===== src/rtl/core/tbgl_pkg.sv =====
// Shared types, constants and the color table of the temperature bar graph block.
package tbgl_pkg;

    // Field widths
    localparam int TEMP_W   = 16;
    localparam int TIME_W   = 32;
    localparam int PERIOD_W = 16;
    localparam int PIXEL_W  = 24;
    localparam int PIXELS   = 8;
    localparam int CFG_IDX_W = 3;
    localparam int CFG_DATA_W = 16;

    // Fractional quotient bits of the bar position (8 pixels x 256 steps)
    localparam int POS_W     = 11;
    localparam int DIV_STEPS = POS_W;
    localparam int STEP_CNT_W = 4;

    // Register indexes
    localparam logic [CFG_IDX_W-1:0] CFG_BAR_BASE     = 3'd0;
    localparam logic [CFG_IDX_W-1:0] CFG_BT_END       = 3'd1;
    localparam logic [CFG_IDX_W-1:0] CFG_ENV_LIMIT    = 3'd2;
    localparam logic [CFG_IDX_W-1:0] CFG_PULSE_PERIOD = 3'd3;

    // Register reset values
    localparam logic signed [TEMP_W-1:0] BAR_BASE_RST   = 16'sd320;
    localparam logic signed [TEMP_W-1:0] BT_END_RST     = 16'sd3440;
    localparam logic signed [TEMP_W-1:0] ENV_LIMIT_RST  = 16'sd6400;
    localparam logic [PERIOD_W-1:0]      PULSE_PERIOD_RST = 16'd500;

    typedef logic [PIXEL_W-1:0] pixel_t;

    localparam pixel_t COLOR_OFF  = 24'h000000;
    localparam pixel_t COLOR_WARN = 24'hFF0000;

    // Green-to-red bar gradient, pixel 0 first
    localparam pixel_t GRADIENT [PIXELS] = '{
        24'h00FF00, 24'h6EFF00, 24'hDCFF00, 24'hFFD800,
        24'hFFA100, 24'hFF6A00, 24'hFF3500, 24'hFF0000
    };

    // Controller to datapath commands
    typedef struct packed {
        logic capture;  // take the input transaction
        logic load;     // evaluate warning, span and clamp
        logic step;     // one restoring division step
        logic write;    // fill the output register
    } tbgl_cmd_t;

    // Datapath to controller status
    typedef struct packed {
        logic skip;      // no division needed for this item
        logic out_free;  // output register can take a result
    } tbgl_status_t;

endpackage


===== src/rtl/core/tbgl_ctrl.sv =====
// Controller state machine: sequences capture, setup, serial division and output write.
module tbgl_ctrl (
    input  logic                  aclk,
    input  logic                  aresetn,
    input  logic                  s_valid,
    output logic                  s_ready,
    input  tbgl_pkg::tbgl_status_t status,
    output tbgl_pkg::tbgl_cmd_t    cmd
);

    typedef enum logic [3:0] {
        ST_IDLE  = 4'b0001,
        ST_LOAD  = 4'b0010,
        ST_DIV   = 4'b0100,
        ST_WRITE = 4'b1000
    } state_t;

    localparam logic [tbgl_pkg::STEP_CNT_W-1:0] LAST_STEP =
        tbgl_pkg::STEP_CNT_W'(tbgl_pkg::DIV_STEPS - 1);

    state_t state_reg, state_next;
    logic [tbgl_pkg::STEP_CNT_W-1:0] cnt_reg, cnt_next;

    // Next state and commands
    always_comb begin
        state_next = state_reg;
        cnt_next   = cnt_reg;
        cmd        = '0;
        s_ready    = 1'b0;
        unique case (state_reg)
            ST_IDLE: begin
                s_ready = 1'b1;
                if (s_valid) begin
                    cmd.capture = 1'b1;
                    state_next  = ST_LOAD;
                end
            end
            ST_LOAD: begin
                cmd.load   = 1'b1;
                cnt_next   = '0;
                state_next = ST_DIV;
            end
            ST_DIV: begin
                if (status.skip) begin
                    state_next = ST_WRITE;
                end else begin
                    cmd.step = 1'b1;
                    cnt_next = cnt_reg + 1'b1;
                    if (cnt_reg == LAST_STEP) begin
                        state_next = ST_WRITE;
                    end
                end
            end
            ST_WRITE: begin
                if (status.out_free) begin
                    cmd.write  = 1'b1;
                    state_next = ST_IDLE;
                end
            end
            default: begin
                state_next = ST_IDLE;
            end
        endcase
    end

    // State registers
    always_ff @(posedge aclk) begin
        if (!aresetn) begin
            state_reg <= ST_IDLE;
            cnt_reg   <= '0;
        end else begin
            state_reg <= state_next;
            cnt_reg   <= cnt_next;
        end
    end

endmodule


===== src/rtl/core/tbgl_dp.sv =====
// Datapath: config registers, pulse state, bar divider and registered pixel output.
module tbgl_dp (
    input  logic                                  aclk,
    input  logic                                  aresetn,
    // configuration
    input  logic                                  cfg_we,
    input  logic [tbgl_pkg::CFG_IDX_W-1:0]        cfg_index,
    input  logic [tbgl_pkg::CFG_DATA_W-1:0]       cfg_data,
    // input payload
    input  logic signed [tbgl_pkg::TEMP_W-1:0]    env_temp,
    input  logic signed [tbgl_pkg::TEMP_W-1:0]    bean_temp,
    input  logic [tbgl_pkg::TIME_W-1:0]           now_ms,
    // control
    input  tbgl_pkg::tbgl_cmd_t                   cmd,
    output tbgl_pkg::tbgl_status_t                status,
    // result
    input  logic                                  m_ready,
    output logic                                  m_valid,
    output tbgl_pkg::pixel_t [tbgl_pkg::PIXELS-1:0] pixels,
    output logic                                  warning
);

    localparam int TW = tbgl_pkg::TEMP_W;

    // Configuration registers
    logic signed [TW-1:0] bar_base_reg, bt_end_reg, env_limit_reg;
    logic [tbgl_pkg::PERIOD_W-1:0] pulse_period_reg;

    // Pulse state
    logic [tbgl_pkg::TIME_W-1:0] last_toggle_reg;
    logic                        pulse_on_reg;

    // Captured transaction
    logic signed [TW-1:0]        et_reg, bt_reg;
    logic [tbgl_pkg::TIME_W-1:0] now_reg;

    // Setup results and divider
    logic              warn_reg, empty_reg, full_reg, skip_reg;
    logic [TW-1:0]     span_reg, rem_reg;
    logic [tbgl_pkg::POS_W-1:0] quo_reg;

    // Output register
    logic            m_valid_reg;
    tbgl_pkg::pixel_t [tbgl_pkg::PIXELS-1:0] pixels_reg, pixels_next;
    logic            warning_reg;

    // Setup logic
    logic signed [TW:0] span_w, num_w, num_clamp;
    logic               empty_w, full_w, warn_w, toggle_w;
    logic [tbgl_pkg::TIME_W-1:0] elapsed_w;

    always_comb begin
        span_w  = {bt_end_reg[TW-1], bt_end_reg} - {bar_base_reg[TW-1], bar_base_reg};
        num_w   = {bt_reg[TW-1], bt_reg} - {bar_base_reg[TW-1], bar_base_reg};
        empty_w = span_w[TW] || (span_w == '0);
        priority if (num_w[TW]) begin
            num_clamp = '0;
        end else if (num_w > span_w) begin
            num_clamp = span_w;
        end else begin
            num_clamp = num_w;
        end
        full_w    = (num_clamp == span_w);
        warn_w    = (et_reg >= env_limit_reg);
        elapsed_w = now_reg - last_toggle_reg;
        toggle_w  = (elapsed_w >= {{(tbgl_pkg::TIME_W - tbgl_pkg::PERIOD_W){1'b0}},
                                   pulse_period_reg});
    end

    // Restoring division step
    logic [TW:0] shifted_w, diff_w;
    logic        ge_w;

    always_comb begin
        shifted_w = {rem_reg, 1'b0};
        diff_w    = shifted_w - {1'b0, span_reg};
        ge_w      = (shifted_w >= {1'b0, span_reg});
    end

    // Write config registers
    always_ff @(posedge aclk) begin
        if (!aresetn) begin
            bar_base_reg     <= tbgl_pkg::BAR_BASE_RST;
            bt_end_reg       <= tbgl_pkg::BT_END_RST;
            env_limit_reg    <= tbgl_pkg::ENV_LIMIT_RST;
            pulse_period_reg <= tbgl_pkg::PULSE_PERIOD_RST;
        end else if (cfg_we) begin
            unique case (cfg_index)
                tbgl_pkg::CFG_BAR_BASE:     bar_base_reg     <= cfg_data;
                tbgl_pkg::CFG_BT_END:       bt_end_reg       <= cfg_data;
                tbgl_pkg::CFG_ENV_LIMIT:    env_limit_reg    <= cfg_data;
                tbgl_pkg::CFG_PULSE_PERIOD: pulse_period_reg <= cfg_data;
                default: begin
                end
            endcase
        end
    end

    // Toggle the warning pulse on setup in warning mode once the pulse period has elapsed
    always_ff @(posedge aclk) begin
        if (!aresetn) begin
            last_toggle_reg <= '0;
            pulse_on_reg    <= 1'b0;
        end else if (cmd.load && warn_w && toggle_w) begin
            last_toggle_reg <= now_reg;
            pulse_on_reg    <= ~pulse_on_reg;
        end
    end

    // Capture, setup and divide
    always_ff @(posedge aclk) begin
        if (!aresetn) begin
            skip_reg <= 1'b0;
        end else if (cmd.load) begin
            skip_reg <= warn_w || empty_w || full_w;
        end
    end

    always_ff @(posedge aclk) begin
        if (cmd.capture) begin
            et_reg  <= env_temp;
            bt_reg  <= bean_temp;
            now_reg <= now_ms;
        end
        if (cmd.load) begin
            warn_reg  <= warn_w;
            empty_reg <= empty_w;
            full_reg  <= full_w;
            span_reg  <= span_w[TW-1:0];
            rem_reg   <= num_clamp[TW-1:0];
            quo_reg   <= '0;
        end else if (cmd.step) begin
            rem_reg <= ge_w ? diff_w[TW-1:0] : shifted_w[TW-1:0];
            quo_reg <= {quo_reg[tbgl_pkg::POS_W-2:0], ge_w};
        end
    end

    // Build the pixel row
    logic [3:0]        lit_w;
    logic [7:0]        frac_w;
    tbgl_pkg::pixel_t  sel_w, dim_w;
    logic [15:0]       prod_r, prod_g, prod_b;

    always_comb begin
        lit_w  = full_reg ? 4'd8 : {1'b0, quo_reg[tbgl_pkg::POS_W-1:8]};
        frac_w = quo_reg[7:0];
        sel_w  = tbgl_pkg::GRADIENT[quo_reg[tbgl_pkg::POS_W-1:8]];
        prod_r = sel_w[23:16] * frac_w;
        prod_g = sel_w[15:8] * frac_w;
        prod_b = sel_w[7:0] * frac_w;
        dim_w  = {prod_r[15:8], prod_g[15:8], prod_b[15:8]};
        for (int i = 0; i < tbgl_pkg::PIXELS; i++) begin
            priority if (warn_reg) begin
                pixels_next[i] = pulse_on_reg ? tbgl_pkg::COLOR_WARN : tbgl_pkg::COLOR_OFF;
            end else if (empty_reg) begin
                pixels_next[i] = tbgl_pkg::COLOR_OFF;
            end else if (4'(i) < lit_w) begin
                pixels_next[i] = tbgl_pkg::GRADIENT[i];
            end else if (4'(i) == lit_w) begin
                pixels_next[i] = dim_w;
            end else begin
                pixels_next[i] = tbgl_pkg::COLOR_OFF;
            end
        end
    end

    // Hold the result until the receiver takes it
    always_ff @(posedge aclk) begin
        if (!aresetn) begin
            m_valid_reg <= 1'b0;
        end else if (cmd.write) begin
            m_valid_reg <= 1'b1;
        end else if (m_ready) begin
            m_valid_reg <= 1'b0;
        end
    end

    always_ff @(posedge aclk) begin
        if (cmd.write) begin
            pixels_reg  <= pixels_next;
            warning_reg <= warn_reg;
        end
    end

    assign status.skip     = skip_reg;
    assign status.out_free = !m_valid_reg || m_ready;
    assign m_valid         = m_valid_reg;
    assign pixels          = pixels_reg;
    assign warning         = warning_reg;

endmodule


===== src/rtl/core/temperature_bar_graph_leds_top.sv =====
// Top level of the temperature bar graph: eight RGB pixels from two temperatures and a time.
//
// Usage:
//   Input channel (s_valid/s_ready): one transaction carries env_temp, bean_temp and
//   now_ms. Result channel (m_valid/m_ready): one transaction per input with eight
//   24-bit pixels and the warning flag. Config channel (cfg_valid/cfg_ready) writes
//   the bar base, bar end, warning threshold and pulse period by index; it is always
//   ready and indexes 4 to 7 are ignored. Write config only while the block is idle.
// Sequencing:
//   Warning mode, an empty span or a full bar skip the divider. Otherwise the bar
//   position comes from a restoring divider that resolves one quotient bit per
//   cycle. In either case a new input transaction is taken only after the last
//   one has been written to the output register.
// Reset (aresetn, synchronous, active low) restores the register defaults, turns
//   the pulse off with its time mark at zero, and empties the output register.
// Stall: the output register holds a result until m_ready; the next item is taken
//   and worked meanwhile, and waits before its own write until the register frees.
module temperature_bar_graph_leds_top (
    input  logic                                aclk,
    input  logic                                aresetn,
    // configuration write channel
    input  logic                                cfg_valid,
    output logic                                cfg_ready,
    input  logic [tbgl_pkg::CFG_IDX_W-1:0]      cfg_index,
    input  logic [tbgl_pkg::CFG_DATA_W-1:0]     cfg_data,
    // input channel
    input  logic                                s_valid,
    output logic                                s_ready,
    input  logic signed [tbgl_pkg::TEMP_W-1:0]  s_env_temp,
    input  logic signed [tbgl_pkg::TEMP_W-1:0]  s_bean_temp,
    input  logic [tbgl_pkg::TIME_W-1:0]         s_now_ms,
    // result channel
    output logic                                m_valid,
    input  logic                                m_ready,
    output logic [tbgl_pkg::PIXEL_W-1:0]        m_pixel0,
    output logic [tbgl_pkg::PIXEL_W-1:0]        m_pixel1,
    output logic [tbgl_pkg::PIXEL_W-1:0]        m_pixel2,
    output logic [tbgl_pkg::PIXEL_W-1:0]        m_pixel3,
    output logic [tbgl_pkg::PIXEL_W-1:0]        m_pixel4,
    output logic [tbgl_pkg::PIXEL_W-1:0]        m_pixel5,
    output logic [tbgl_pkg::PIXEL_W-1:0]        m_pixel6,
    output logic [tbgl_pkg::PIXEL_W-1:0]        m_pixel7,
    output logic                                m_warning
);

    tbgl_pkg::tbgl_cmd_t    cmd;
    tbgl_pkg::tbgl_status_t status;
    tbgl_pkg::pixel_t [tbgl_pkg::PIXELS-1:0] pixels;

    assign cfg_ready = 1'b1;

    // Sequence each transaction
    tbgl_ctrl u_ctrl (
        .aclk    (aclk),
        .aresetn (aresetn),
        .s_valid (s_valid),
        .s_ready (s_ready),
        .status  (status),
        .cmd     (cmd)
    );

    // Compute and hold the pixel row
    tbgl_dp u_dp (
        .aclk      (aclk),
        .aresetn   (aresetn),
        .cfg_we    (cfg_valid),
        .cfg_index (cfg_index),
        .cfg_data  (cfg_data),
        .env_temp  (s_env_temp),
        .bean_temp (s_bean_temp),
        .now_ms    (s_now_ms),
        .cmd       (cmd),
        .status    (status),
        .m_ready   (m_ready),
        .m_valid   (m_valid),
        .pixels    (pixels),
        .warning   (m_warning)
    );

    assign m_pixel0 = pixels[0];
    assign m_pixel1 = pixels[1];
    assign m_pixel2 = pixels[2];
    assign m_pixel3 = pixels[3];
    assign m_pixel4 = pixels[4];
    assign m_pixel5 = pixels[5];
    assign m_pixel6 = pixels[6];
    assign m_pixel7 = pixels[7];

endmodule


===== config.mk =====
export PLATFORM = sky130hd
export DESIGN_NAME = temperature_bar_graph_leds_top
export DESIGN_NICKNAME = d
export VERILOG_FILES = /design/src/rtl/core/tbgl_pkg.sv /design/src/rtl/core/tbgl_ctrl.sv /design/src/rtl/core/tbgl_dp.sv /design/src/rtl/core/temperature_bar_graph_leds_top.sv
export SDC_FILE = /design/constraint.sdc
export NUM_CORES = 1
export LEC_CHECK = 0
export BUFFER_PORTS_ARGS = -buffer_cell sky130_fd_sc_hd__buf_2
export CAP_MARGIN = 40
export CORE_ASPECT_RATIO = 1.1
export CORE_UTILIZATION = 60
export DETAILED_ROUTE_END_ITERATION = 12
export MAX_ROUTING_LAYER = met4
export PLACE_DENSITY = 0.82
export SLEW_MARGIN = 20
export SYNTH_ARGS = -nofsm -noshare
export SYNTH_HDL_FRONTEND = slang
export SYNTH_SLANG_ARGS = --single-unit

===== constraint.sdc =====
create_clock -name aclk -period 19.75 [get_ports aclk]
set_input_delay 0.9875 -clock aclk [delete_from_list [all_inputs] [get_ports aclk]]
set_output_delay 0.9875 -clock aclk [all_outputs]
set_load 0.005 [all_outputs]

== Word level (Yosys, flattened, before mapping) ==
Memories as Yosys holds them, arrays and structs flattened.
Cells that the tools add are included.

* Output and inout port bits: 196
* Memories kept: 1
* Word-level logic and storage cells: 149
* Memory bits (read-only): 192
* Flip-flop bits (word level): 410

{| class="wikitable"
|+ Memories
! memory !! words !! bits a word !! read ports !! clocked after memory_dff !! wr ports !! RTL line !! text
|-
| (name not given) || 8 || 24 || 1 || 0 || 0 || tbgl_dp.sv:147 || <nowiki>sel_w = tbgl_pkg::GRADIENT[quo_reg[tbgl_pkg::POS_W-1:8]];</nowiki>
|}

* Add/subtract/negate cells: 5
* Equal/unequal tests: 20
* Multiply operators: 3
* Bitwise logic cells: 2
* Magnitude comparators: 13
* Mux-type cells: 58
* Reduce and logical (&&, ||, !) cells: 19

{| class="wikitable"
|+ Operators by type and width
! operator !! count
|-
| two-way mux 24 bit || 35
|-
| multiplier 8 x 8 -> 16 bit || 3
|-
| two-way mux 16 bit || 3
|-
| two-way mux 17 bit || 2
|-
| subtractor 16 x 16 -> 17 bit || 2
|-
| greater-or-equal comparator 32 x 16 -> 1 bit || 1
|-
| subtractor 32 bit || 1
|-
| two-way mux 4 bit || 6
|-
| == test 17 bit || 1
|-
| greater-or-equal comparator 17 x 16 -> 1 bit || 1
|-
| > comparator 17 bit || 1
|-
| zero test 17 bit || 1
|-
| == test 3 x 4 -> 1 bit (first input constant) || 4
|-
| greater-or-equal comparator 16 bit || 1
|-
| < comparator 3 x 4 -> 1 bit (first input constant) || 4
|-
| case mux 4 bit (4 select lines) || 1
|-
| subtractor 16 bit || 1
|-
| two-way mux 1 bit || 10
|-
| AND reduction 2 bit || 5
|-
| == test 2 x 4 -> 1 bit (first input constant) || 2
|-
| == test 4 bit (second input constant) || 2
|-
| < comparator 1 x 4 -> 1 bit (first input constant) || 2
|-
| < comparator 2 x 4 -> 1 bit (first input constant) || 2
|-
| case mux 4 bit (2 select lines) || 1
|-
| other kinds (19) || 28
|}

== Logic depth before layout (Yosys ltp) ==
* Depth after elaboration: 9
* Gate-level depth with buffers: 26
* Depth with buffers taken out: 24

== Hierarchy ==
Synthesis repeated with hierarchy kept, for this count alone.

* Cells, all modules: 2357
* Area total of the unflattened synthesis: 22840.7 um2

{| class="wikitable"
|+ By module, submodules not included
! module !! cells each !! area each (um2) !! sequential area each (um2) !! times used
|-
| tbgl_dp || 2293 || 22313.9 || 9048.7 || 1
|-
| tbgl_ctrl || 62 || 515.5 || 160.2 || 1
|-
| temperature_bar_graph_leds_top || 2 || 11.3 || 0.0 || 1
|}

== Worst setup path before layout ==
No wires, ideal clock.

* Kind: input to register
* Start point: input m_ready
* End point: register u_dp.pixels_reg, in the netlist u_dp.pixels[104] (enable)
* Data arrival time: 6.813 ns
* Setup time: 0.632 ns
* Stages: 2
* Slack: 12.304 ns
* Path through: nand2b_1 nor2b_1

{| class="wikitable"
|+ RTL lines
! what !! RTL line !! text
|-
| start, declared || temperature_bar_graph_leds_top.sv:34 || <nowiki>input logic m_ready,</nowiki>
|-
| end signal, assigned || tbgl_dp.sv:180 || <nowiki>pixels_reg <= pixels_next;</nowiki>
|-
| end, declared || tbgl_dp.sv:44 || <nowiki>tbgl_pkg::pixel_t [tbgl_pkg::PIXELS-1:0] pixels_reg, pixels_next;</nowiki>
|}

==> results.tsv <==
stage	metric	value	unit
drt	drc	0	
synth	synthDistinctLibCells	94	
job	max_cap_violations	0	
clocking	clkSlewWorstSetupHoldPaths	0.06	ns
synth	synth_area	0.0226	mm^2
sta	final_period_minus_worst_setup_slack	6.01	ns
synth	synthesized_instance_count	2327	
drt	firstDrtPassIters	6	
cells_and_area	largest_register_ffs	128	
power	power.ir.vdd_worst	0.0837	mV
cells_and_area	final_common_cell	sky130_fd_sc_hd__nand2_1	
drt	dr_total_vias	17258	
worst_setup_path	worst_setup_path_end_kind	flop	
clocking	worst_skew_pair.late_latency	0.56	ns
power	pwr_density_cell	72.7	mW/mm^2
place	gp_congestion	0.949	
worst_setup_path	worst_ep_required_time	20.01	ns
synth	yosys_most_used_dff	sky130_fd_sc_hd__edfxtp_1	
hold_path	hold_path_class	reg -> reg	
clocking	numCtsBuffers	36	
synth	post_synth.cell_area_avg	9.70	um^2
sta	timing.max_slew.rel_slack	0.449	
global_route	overall_global_routing_usage	0.276	
cells_and_area	final_net_count	2867	
sta	setup_viol	0	
clocking	h-tree-depth	2	
clocking	clock_sink_count	346	
power	switching_share	0.278	
global_route	grt_most_used_layer	met2	
worst_setup_path	cpMaxStageDelayCell	sky130_fd_sc_hd__dfxtp_1	
die	design.die.area	0.0384	mm^2
synth	synth_async_sr_flop_share	0	
cells_and_area	mostFrequentLayoutCells	293 x sky130_fd_sc_hd__nand2_1, 259 x sky130_fd_sc_hd__inv_1, 228 x sky130_fd_sc_hd__edfxtp_1	
worst_setup_path	max_stage_delay	0.56	ns
worst_setup_path	timing.setup.critical_path_class	reg -> reg	
cells_and_area	syn2layout_area_growth	11.2	%
global_route	globalRouteMet2Util	0.483	
drt	ant_nets	0	
die	fp.dieW	187	um
clocking	tritoncts	yes	
drt	initialDrtViolationCount	1249	
worst_setup_path	startpoint	u_dp.quo_reg[10]	
power	p_int	1320	uW
sta	holdWs	0.457	ns
worst_setup_path	critPathMaxFanout	14	
die	ioPinCount	284	
die	fp.dieH	205	um
die	start_util	0.608	
sta	report.final.slew_viol_count	0	
hold_path	origin_of_the_worst_min_delay_path	u_dp.last_toggle_reg[14]	
sta	max_slew.worst_pin.slew	0.824	ns
global_route	grt_first_pass_wirelength	82600	um
sta	clock-skew-final	0.0155	ns
worst_setup_path	worstSetupStartpointType	flop	
cells_and_area	fill_cells	2950	
die	placeableCoreArea	0.0371	mm^2
sta	timing.final.hold_violations	0	
synth	postSynthRegisterBits	346	
clocking	clock-root-buffer	sky130_fd_sc_hd__clkbuf_16	
power	p_total	1820	uW
synth	number_of_enable_flip_flop_cells_after_synthesis	228	
clocking	clock_tree.buffer_depth	3	
sta	max_freq	166	MHz
place	dp_hpwl	39100	um
global_route	via_count_of_the_first_global_routing_pass	16764	
sta	setup-tns-final	0	ns
clocking	postCtsSetupRepairBufs	0	
sta	period_share	0.304	
worst_setup_path	r2r_startpoint	u_dp.quo_reg[10]	
global_route	use_met1	0.320	
worst_setup_path	arrival	6.27	ns
global_route	grt_antenna_before_repair	1	
worst_setup_path	timing.critical_path.cells	inv_1 > nand2_1 > nand3_1 > fa_1 > fa_1 > inv_1 > fa_1 > inv_1 > fa_1 > inv_1 > ha_1 > or3_1 > o2111ai_1 > a311oi_1 > a21oi_1 > o21bai_1 > xnor2_1 > o21ai_0	
global_route	global_route.overflow_total	0	
status	outcome	complete, no violations	
synth	top_area_cells_in_the_synthesized_netlist	sky130_fd_sc_hd__edfxtp_1 30%, sky130_fd_sc_hd__ha_1 11%, sky130_fd_sc_hd__dfxtp_1 10%, sky130_fd_sc_hd__fa_1 6.6%, sky130_fd_sc_hd__nand2_1 4.9%	
clocking	holdBufCountCts	0	
drt	vias_per_cell	5.69	
cells_and_area	register_area	0.00921	mm^2
cells_and_area	multi_input_area	0.0118	mm^2
synth	synth_sequential_area_ratio	0.408	
global_route	grt_start_max_net_pins	79	
synth	synth_top_area_cell	sky130_fd_sc_hd__edfxtp_1	
power	power.switching	507	uW
die	floorplan.rows	74	
power	p_leak	0.0107	uW
cells_and_area	layout-drive-gt1-share	0.129	
sta	rsz0062_at_grt	no	
synth	yosysWarnings	0	
place	port_buffers	218	
power	power.share.sequential	0.444	
clocking	post_cts_resize_count	0	
synth	post-synth-top-area-fraction	0.303	
global_route	met3_capacity_usage_during_global_routing	0.0331	
drt	routedWlPerCell	16.8	um
power	share_clk_of_total_power	0.373	
drt	wirelength	50900	um
power	power.share.combinational	0.183	
==> power by group through the flow <==
stage / Combinational [uW] / Sequential (uW) / Clock [uW]
floorplan: 257 / 819 / 0
global placement: 312 / 825 / 0
detailed placement: 325 / 826 / 0
CTS: 327 / 811 / 690
global route: 372 / 813 / 713
finish: 334 / 811 / 681
==> cell type report <==
| cell class | count | share of cell area |
|---|---|---|
| timing repair buffer | 236 | 0.0524 |
| sequential | 346 | 0.367 |
| clock inverter | 20 | 0.00888 |
| antenna | 1 | 0.0000997 |
| clock buffer | 44 | 0.0383 |
| tap | 494 | 0.0246 |
| multi-input combinational | 1632 | 0.470 |
| inverter | 260 | 0.0389 |
==> kinds of logic after synthesis <==
kind of cell | Yosys count | share of synthesized area
other | 2 | 0.000333
DFF | 346 | 0.408
and+or+nand+nor | 662 | 0.139
AOI/OAI and AO/OA | 519 | 0.149
xor gates and xnor gates | 72 | 0.0292
buffers and inverters | 412 | 0.0811
muxes | 45 | 0.0200
adders and majority gates | 269 | 0.173
==> per-layer routing <==
| metal | vias to the layer above | routed length (um) |
|---|---|---|
| met1 | 8175 | 21300 |
| met5 | - | 0 |
| li1 | 8337 | - |
| met3 | 119 | 2670 |
| met2 | 627 | 24900 |
| met4 | 0 | 2020 |
==> metrics by stage <==
stage,std cells,area [um^2],setup WS (ns),utilization
floorplan,2390,22800,12.30,-
global placement,2957,23700,14.09,0.639
detailed placement,2966,23900,13.80,0.643
CTS,3030,25100,13.79,0.675
global route,3033,25100,13.30,0.676
finish,3033,25100,13.74,0.676
==> worst max-delay path: cells and delay by family, from the launching register on <==
family / cells / cell delay, ns
flops: 1 / 0.56
buf+inv: 4 / 0.39
compound gates: 5 / 0.95
fa+ha+maj: 5 / 2.34
simple gates: 3 / 0.92
xor+xnor: 1 / 0.53
==> worst paths after layout <==
kind / endpoint / slack [ns] / cells after the start
min reg2reg: u_dp.last_toggle_reg[14] / 0.46 / 2
max: u_dp.pixels[23] / 13.74 / 18
min: u_dp.last_toggle_reg[14] / 0.46 / 2
max reg2reg: u_dp.pixels[23] / 13.74 / 18
==> cells in the mapped netlist (8+ instances only) <==
master / n
sky130_fd_sc_hd__o21bai_1: 12
sky130_fd_sc_hd__nand2b_1: 19
sky130_fd_sc_hd__a31oi_1: 13
sky130_fd_sc_hd__or3_1: 10
sky130_fd_sc_hd__a21o_1: 32
sky130_fd_sc_hd__fa_1: 74
sky130_fd_sc_hd__nor2_1: 113
sky130_fd_sc_hd__o21ai_0: 136
sky130_fd_sc_hd__a21oi_1: 113
sky130_fd_sc_hd__nand4_1: 21
sky130_fd_sc_hd__o22ai_1: 16
sky130_fd_sc_hd__inv_1: 259
sky130_fd_sc_hd__o21ai_1: 13
sky130_fd_sc_hd__buf_2: 9
sky130_fd_sc_hd__xnor2_1: 38
sky130_fd_sc_hd__a21boi_0: 53
sky130_fd_sc_hd__dfxtp_1: 118
sky130_fd_sc_hd__mux2i_1: 44
sky130_fd_sc_hd__nand3_1: 36
sky130_fd_sc_hd__and3_1: 19
sky130_fd_sc_hd__ha_1: 193
sky130_fd_sc_hd__o31ai_1: 8
sky130_fd_sc_hd__clkbuf_1: 63
sky130_fd_sc_hd__nor2b_1: 19
sky130_fd_sc_hd__o211ai_1: 17
sky130_fd_sc_hd__nand2_1: 293
sky130_fd_sc_hd__buf_1: 11
sky130_fd_sc_hd__or2_2: 11
sky130_fd_sc_hd__xor2_1: 31
sky130_fd_sc_hd__o2111ai_1: 8
sky130_fd_sc_hd__edfxtp_1: 228
sky130_fd_sc_hd__buf_4: 65
sky130_fd_sc_hd__and2_1: 48
sky130_fd_sc_hd__o21a_1: 19
sky130_fd_sc_hd__nor3_1: 32
sky130_fd_sc_hd__a211oi_1: 12
No activity file was read; power rests on OpenSTA's default activity.
